File: src/hw/rtl/eofw_pkg.sv
// ----------------------------------------------------------------------------
// eofw_pkg: shared types and constants of the edge order frontier width unit
// Request/result payloads, table entry layout and controller handshake types.
// ----------------------------------------------------------------------------
package eofw_pkg;

	localparam int MAX_VERTICES = 1024;
	localparam int DEGREE_BITS  = 16;
	localparam int VTX_AW       = $clog2(MAX_VERTICES);
	localparam int CNT_W        = 11;
	localparam int WID_W        = 12;

	localparam logic [1:0] OP_LOAD    = 2'd0;
	localparam logic [1:0] OP_PROCESS = 2'd1;
	localparam logic [1:0] OP_FINISH  = 2'd2;

	typedef struct packed {
		logic [1:0] op;
		logic [9:0] vertex_a;
		logic [9:0] vertex_b;
	} req_t;

	typedef struct packed {
		logic [CNT_W-1:0]        bag_size;
		logic signed [WID_W-1:0] width;
		logic                    is_final;
		logic                    degree_error;
	} res_t;

	// one degree table word: frontier flag kept next to the degree
	typedef struct packed {
		logic                   flag;
		logic [DEGREE_BITS-1:0] deg;
	} ent_t;

	localparam int ENT_W = $bits(ent_t);

	typedef struct packed {
		logic accept;
		logic rd_b;
		logic cap_a;
		logic exec;
		logic wr_b;
		logic clr;
		logic finish;
	} cmd_t;

	typedef struct packed {
		logic req_edge;
		logic req_fin;
		logic clr_last;
	} stat_t;

endpackage

File: src/hw/rtl/eofw_ctrl.sv
// ----------------------------------------------------------------------------
// eofw_ctrl: sequencing state machine
// Runs the clearing pass after reset, then steps each edge request through
// read a, read b, update and write a, write b; finish takes one step.
// ----------------------------------------------------------------------------
module eofw_ctrl (
	input  logic           clk,
	input  logic           arst_n,
	input  logic           start,
	output logic           busy,
	input  eofw_pkg::stat_t stat,
	output eofw_pkg::cmd_t  cmd
);
	import eofw_pkg::*;

	typedef enum logic [6:0] {
		S_CLR  = 7'b0000001,
		S_IDLE = 7'b0000010,
		S_RDA  = 7'b0000100,
		S_RDB  = 7'b0001000,
		S_EXEC = 7'b0010000,
		S_WRB  = 7'b0100000,
		S_FIN  = 7'b1000000
	} state_t;

	state_t state_q, state_nx;

	always_ff @(posedge clk or negedge arst_n) begin
		if (!arst_n) begin
			state_q <= S_CLR;
		end else begin
			state_q <= state_nx;
		end
	end

	always_comb begin
		state_nx = state_q;
		case (state_q)
			S_CLR: begin
				if (stat.clr_last) state_nx = S_IDLE;
			end
			S_IDLE: begin
				if (start && stat.req_edge) state_nx = S_RDA;
				else if (start && stat.req_fin) state_nx = S_FIN;
			end
			S_RDA:  state_nx = S_RDB;
			S_RDB:  state_nx = S_EXEC;
			S_EXEC: state_nx = S_WRB;
			S_WRB:  state_nx = S_IDLE;
			S_FIN:  state_nx = S_IDLE;
			default: state_nx = S_CLR;
		endcase
	end

	always_comb begin
		cmd        = '0;
		cmd.accept = (state_q == S_IDLE) && start;
		cmd.rd_b   = (state_q == S_RDB);
		cmd.cap_a  = (state_q == S_RDB);
		cmd.exec   = (state_q == S_EXEC);
		cmd.wr_b   = (state_q == S_WRB);
		cmd.clr    = (state_q == S_CLR);
		cmd.finish = (state_q == S_FIN);
	end

	assign busy = (state_q != S_IDLE);

endmodule

File: config.mk
export PLATFORM = sky130hd
export DESIGN_NAME = eofw_ctrl
export DESIGN_NICKNAME = d
export VERILOG_FILES = /design/src/hw/rtl/eofw_pkg.sv /design/src/hw/rtl/eofw_ctrl.sv
export SDC_FILE = /design/constraint.sdc
export NUM_CORES = 1
export LEC_CHECK = 0
export BUFFER_PORTS_ARGS = -buffer_cell sky130_fd_sc_hd__buf_2
export CAP_MARGIN = 20
export CELL_PAD_IN_SITES_DETAIL_PLACEMENT = 2
export CELL_PAD_IN_SITES_GLOBAL_PLACEMENT = 2
export CORE_MARGIN = 4
export CORE_UTILIZATION = 28
export CTS_CLUSTER_SIZE = 16
export DETAILED_ROUTE_END_ITERATION = 6
export GPL_TIMING_DRIVEN = 0
export PLACE_DENSITY_LB_ADDON = 0.1
export SYNTH_ARGS = -nofsm -noshare
export SYNTH_HDL_FRONTEND = slang
export SYNTH_SLANG_ARGS = --single-unit
File: constraint.sdc
create_clock -name clk -period 1.7 [get_ports clk]
set_clock_uncertainty 0.15 [all_clocks]
set_input_delay 0.085 -clock clk [delete_from_list [all_inputs] [get_ports clk]]
set_output_delay 0.085 -clock clk [all_outputs]
set_load 0.005 [all_outputs]
==> flow_metrics.env, run 1 <==
export IMPL_startpoint="state_q[2]"
export IMPL_antenna_found_initial=0
export IMPL_crit_type="reg -> out"
export IMPL_layoutNonFillerInstCount=81
export IMPL_mostFrequentLayoutCell="buf_2"
export IMPL_ir_drop_mv=0.481
export IMPL_synth_cell_area_um2=438
export IMPL_period_minus_slack_ns=1.86
export IMPL_area_delta_synth_final_pct=54.6
export IMPL_clock_sinks=7
export IMPL_largest_reg_flops=7
export IMPL_yosys_area_top_type_share_pct=34.3
export IMPL_fillers=161
export IMPL_die_area_um2=2260
export IMPL_cp_slowest_cell="or4_4"
export IMPL_portBuffers=13
export IMPL_worstPathArrival_ns=1.63
export IMPL_die_h_um=47.5
export IMPL_top_register="state_q"
export IMPL_register_area_um2=178
export IMPL_r2r_end="state_q[0]"
export IMPL_synth_area_leaders="dfrtp_1 34%, nor4b_2 6.9%, dfstp_2 6.0%"
export IMPL_antenna_left=0
export IMPL_critPathLaunchType="register"
export IMPL_clk_latency_ns=0.25
export IMPL_initial_core_util_pct=29.4
export IMPL_slew_headroom_pct=77.3
export IMPL_drv_slew=0
export IMPL_hold_path_class="in -> async"
export IMPL_dpl_cell_area_um2=523
export IMPL_ys_seq_area_share_pct=40.3
export IMPL_cts_tree="done"
export IMPL_cap_viol_max_count=0
export IMPL_diodes=0
export IMPL_end_kind="output port"
export IMPL_clk_pin_slew_worst_paths_ns=0.05
export IMPL_grt_pass1_vias=456
export IMPL_violations="setup timing"
export IMPL_r2r_setup_slack_ns=-0.04
export IMPL_num_vias=413
export IMPL_ys_warnings_count=0
export IMPL_reg_top3="state_q x7"
export IMPL_core_area_um2=1490
export IMPL_wirelength_mm=1.24
export IMPL_place_gp_congestion=0.764
export IMPL_synth_top_cell_by_area="dfrtp_1"
export IMPL_final_layout_size_suffix_gt1_share_pct=56.9
export IMPL_setup_slack_ns=-0.165
export IMPL_worst_r2r_path_depth=5
export IMPL_final_area_um2=677
export IMPL_fmax_mhz=536
export IMPL_path_cells="buf_6 -> or4_4 -> buf_4 -> nor2_1 -> buf_2"
export IMPL_cts_path_max_buffers=2
export IMPL_reg2reg_from="state_q[2]"
export IMPL_critPathMaxStageDelay_ns=0.51
export IMPL_rows=14
export IMPL_rsz0062_at_grt="true"
export IMPL_final_cell_mix="11 x buf_2, 6 x buf_4, 5 x dfrtp_1"
export IMPL_placed_cells=69
export IMPL_multiInputGateArea_um2=279
export IMPL_drt_iter0_drc=0
export IMPL_syn_nets=46
export IMPL_synth_seq_cells=7
export IMPL_h_tree_depth=1
export IMPL_hold_violations=0
export IMPL_crit_cells=5
export IMPL_fin_nets=72
export IMPL_post_synth_cell_area_avg_um2=10.9
export IMPL_grt_first_pass_wirelength_mm=2.01
export IMPL_synthCells=40
export IMPL_hpwl_um=931
export IMPL_worst_slew_pin_slew_ns=0.339
export IMPL_required_ns=1.46
export IMPL_drc=0
export IMPL_worstPathMaxFanout=5
export IMPL_finalCritPeriodShare_pct=110
export IMPL_critical_path_endpoint="cmd[1]"
export IMPL_p_leak_nw=0.322
export IMPL_setup_tns_ns=-0.638
export IMPL_grt_util_all_layers_pct=13.2
export IMPL_crit_buf_inv=3
export IMPL_cts_buffers=3
export IMPL_status="complete, but fails checks"
export IMPL_fp_dieW_um=47.5
export IMPL_wl_per_cell_um=15.3
export IMPL_cts_root_buf="clkbuf_4"
export IMPL_synth_cell_types=24
export IMPL_crit_family="simple AND/OR/NAND/NOR gates"
export IMPL_power_density_nw_per_um2=1220
export IMPL_vias_per_cell=5.10
export IMPL_drtPass1Iterations=1
export IMPL_setup_viol=7
export IMPL_pin_count=14
export IMPL_overflow=0
export IMPL_grt_max_degree=9
## metal layers
metal | part of all wire (%) | GRT usage, %
met5 | 0 | 0
met4 | 1.5 | 6.45
met3 | 5.8 | 4.89
met2 | 53 | 24.3
met1 | 40 | 12.9
## cells by family after synthesis
logic type,after synthesis,share of synthesized area (%)
xor+xnor,2,4.00
compound gates,6,10.9
simple gates,22,39.7
buf+inv,3,5.14
flops,7,40.3
## layout make-up
class	count	share of cell area, %
clock buffer	4	3.88
multi-input combinational	30	41.2
timing repair buffer	22	22.9
buffer	2	2.77
tap	16	2.96
sequential	7	26.2
## what timing repair did
action / CTS / global route
setup buffers: 4 / 1
resized for setup: 6 / 5
pin swaps: 2 / 4
setup endpoints to repair: 8 / 11
hold buffers: 4 / 0
hold endpoints to repair: 10 / 0
## report_power, final
| group | internal (mW) | switching [mW] | total [mW] |
|---|---|---|---|
| logic | 0.227 | 0.199 | 0.425 |
| clock network | 0.0895 | 0.0597 | 0.149 |
| registers | 0.206 | 0.0478 | 0.254 |
| total | 0.523 | 0.306 | 0.829 |
## Yosys cell counts, drive strengths merged
| library cell | count |
|---|---|
| dfstp | 1 |
| and3 | 1 |
| nor3 | 2 |
| a211o | 1 |
| buf | 2 |
| and2 | 3 |
| nor3b | 3 |
| nand2 | 2 |
| or3b | 1 |
| nand3 | 1 |
| a21oi | 1 |
| a2bb2oi | 1 |
| or4 | 1 |
| xor2 | 2 |
| o21ai | 2 |
| nor2 | 3 |
| nor4b | 4 |
| dfrtp | 6 |
| clkbuf | 1 |
| o2111ai | 1 |
| and3b | 1 |
## stage by stage
step                      power [mW]  utilization (%)  hold slack [ns]  setup slack, ns
final                          0.829             45.5           0.0533           -0.165
after global routing           0.900             45.5           0.0575           -0.236
after CTS                      0.815             42.8           0.0332           -0.224
after detailed placement       0.588             35.1           -0.220           -0.121
after global placement         0.564             35.1           -0.224          -0.0496
after floorplan                0.484                -           -0.361            0.146
## worst min-delay path by stage
stage	startpoint	end	slack (ns)	cells past startpoint
floorplan	arst_n	state_q[1]	-0.36	0
global placement	arst_n	state_q[3]	-0.22	1
detailed placement	arst_n	state_q[3]	-0.22	1
CTS	start	state_q[1]	0.03	4
global route	arst_n	state_q[3]	0.06	2
finish	arst_n	state_q[3]	0.05	2
Power figures use the tool's default switching activity.
==> run 2: changes to the inputs <==
==> constraint.sdc (replaced) <==
create_clock -name clk -period 1.8 [get_ports clk]
set_clock_uncertainty 0.15 [all_clocks]
set_input_delay 0.09 -clock clk [delete_from_list [all_inputs] [get_ports clk]]
set_output_delay 0.09 -clock clk [all_outputs]
set_load 0.005 [all_outputs]
==> run 2 against run 1 <==
  * The flow still finishes with violations (setup timing)
  * Critical path depth stayed put
  * Sequential share of layout area hardly changed
  * Non-clock buffer count is 1 higher
  * Die area stayed put
  * First-iteration DRC count is 2 higher
  * Sequential power is 5% lower
  * Worst hold slack better by 0.0081 ns
  * Cell count is 1.2% higher
  * Global-route usage stayed put
  * Register-to-register slack better by 0.11 ns
  * Largest cell class unchanged
==> flow_metrics.env, run 2 (synthesized netlist as in run 1, its figures left out) <==
export IMPL_initial_core_util_pct=29.4
export IMPL_hpwl_um=931
export IMPL_setup_slack_ns=-0.0724
export IMPL_crit_type="reg -> out"
export IMPL_pin_count=14
export IMPL_area_delta_synth_final_pct=54.3
export IMPL_antenna_found_initial=0
export IMPL_grt_first_pass_wirelength_mm=2.01
export IMPL_antenna_left=0
export IMPL_startpoint="state_q[2]"
export IMPL_die_h_um=47.5
export IMPL_drt_iter0_drc=2
export IMPL_worst_slew_pin_slew_ns=0.328
export IMPL_place_gp_congestion=0.764
export IMPL_clock_sinks=7
export IMPL_mostFrequentLayoutCell="buf_2"
export IMPL_violations="setup timing"
export IMPL_top_register="state_q"
export IMPL_critPathLaunchType="register"
export IMPL_ir_drop_mv=0.470
export IMPL_cts_buffers=3
export IMPL_finalCritPeriodShare_pct=104
export IMPL_final_layout_size_suffix_gt1_share_pct=56.1
export IMPL_vias_per_cell=5.09
export IMPL_cap_viol_max_count=0
export IMPL_diodes=0
export IMPL_overflow=0
export IMPL_place_ws_ns=-0.0259
export IMPL_status="complete, but fails checks"
export IMPL_rows=14
export IMPL_setup_tns_ns=-0.204
export IMPL_die_area_um2=2260
export IMPL_end_kind="output port"
export IMPL_fp_dieW_um=47.5
export IMPL_core_area_um2=1490
export IMPL_num_vias=417
export IMPL_whs_ns=0.0614
export IMPL_clk_pin_slew_worst_paths_ns=0.06
export IMPL_largest_reg_flops=7
export IMPL_grt_pass1_vias=448
export IMPL_period_minus_slack_ns=1.87
export IMPL_cts_path_max_buffers=2
export IMPL_reg_top3="state_q x7"
export IMPL_portBuffers=13
export IMPL_worstPathMaxFanout=4
export IMPL_wl_per_cell_um=16.0
export IMPL_setup_viol=3
export IMPL_cts_root_buf="clkbuf_4"
export IMPL_h_tree_depth=1
export IMPL_grt_util_all_layers_pct=13.2
export IMPL_wirelength_mm=1.31
export IMPL_rsz0062_at_grt="true"
export IMPL_hold_violations=0
export IMPL_hold_path_class="in -> async"
export IMPL_fmax_mhz=534
export IMPL_final_cell_mix="12 x buf_2, 7 x buf_4, 5 x dfrtp_1"
export IMPL_p_leak_nw=0.327
export IMPL_reg2reg_from="state_q[2]"
export IMPL_worstPathArrival_ns=1.63
export IMPL_drc=0
export IMPL_clk_latency_ns=0.25
export IMPL_grt_max_degree=9
export IMPL_slew_headroom_pct=78.1
export IMPL_power_density_nw_per_um2=1160
export IMPL_drtPass1Iterations=2
export IMPL_fin_nets=73
export IMPL_cts_tree="done"
export IMPL_total_power_mw=0.782
export IMPL_drv_slew=0
export IMPL_required_ns=1.56
export IMPL_postLayoutCoreUtil_pct=45.4
==> run 2: where the power goes <==
group	total, mW	internal, mW	switching, mW
Clock	0.144	0.0847	0.0592
Sequential	0.241	0.195	0.0459
Combinational	0.398	0.213	0.184
Total	0.782	0.493	0.290
==> run 2: timing repair <==
| action | CTS | global route |
|---|---|---|
| buffers inserted | 4 | 2 |
| endpoints found under the setup margin | 7 | 7 |
| gates resized for setup | 3 | 5 |
| endpoints found under the hold margin | 10 | 0 |
| pin swaps | 1 | 3 |
| hold buffers | 4 | 0 |
==> run 2: per-layer routing <==
layer	share of wire [%]	GRT usage, %	vias up
li1	-	-	202
met3	5.2	4.89	0
met4	0	6.45	0
met2	56	23.8	12
met1	39	13.4	203
met5	0	0	-
==> run 2: cell type report <==
cell class | instances | area, µm²
Multi-Input combinational cell | 30 | 277
Fill cell | 159 | 813
Tap cell | 16 | 20.0
Buffer | 2 | 18.8
Timing Repair Buffer | 23 | 156
Clock buffer | 4 | 26.3
Sequential cell | 7 | 178
==> run 2: final timing paths <==
path,cells past startpoint,endpoint,slack [ns]
worst max-delay path,5,cmd[1],-0.07
worst min-delay path,2,state_q[2],0.06
worst max register to register,5,state_q[0],0.07
worst min register to register,1,state_q[3],0.51
max in group asynchronous,2,state_q[0],1.21
min in group clk,4,state_q[1],0.12
==> run 2: stage by stage <==
stage / std cells / cell area (µm²)
after CTS: 80 / 628
after global placement: 69 / 523
after global routing: 82 / 676
final: 82 / 676
after floorplan: 40 / 438
after detailed placement: 69 / 523
==> run 2: critical path, stage by stage (launching register included) <==
cell and delay, ns:
dfrtp_1 0.38, buf_6 0.13, or4_4 0.51, buf_4 0.17
nor2_1 0.09, buf_2 0.12
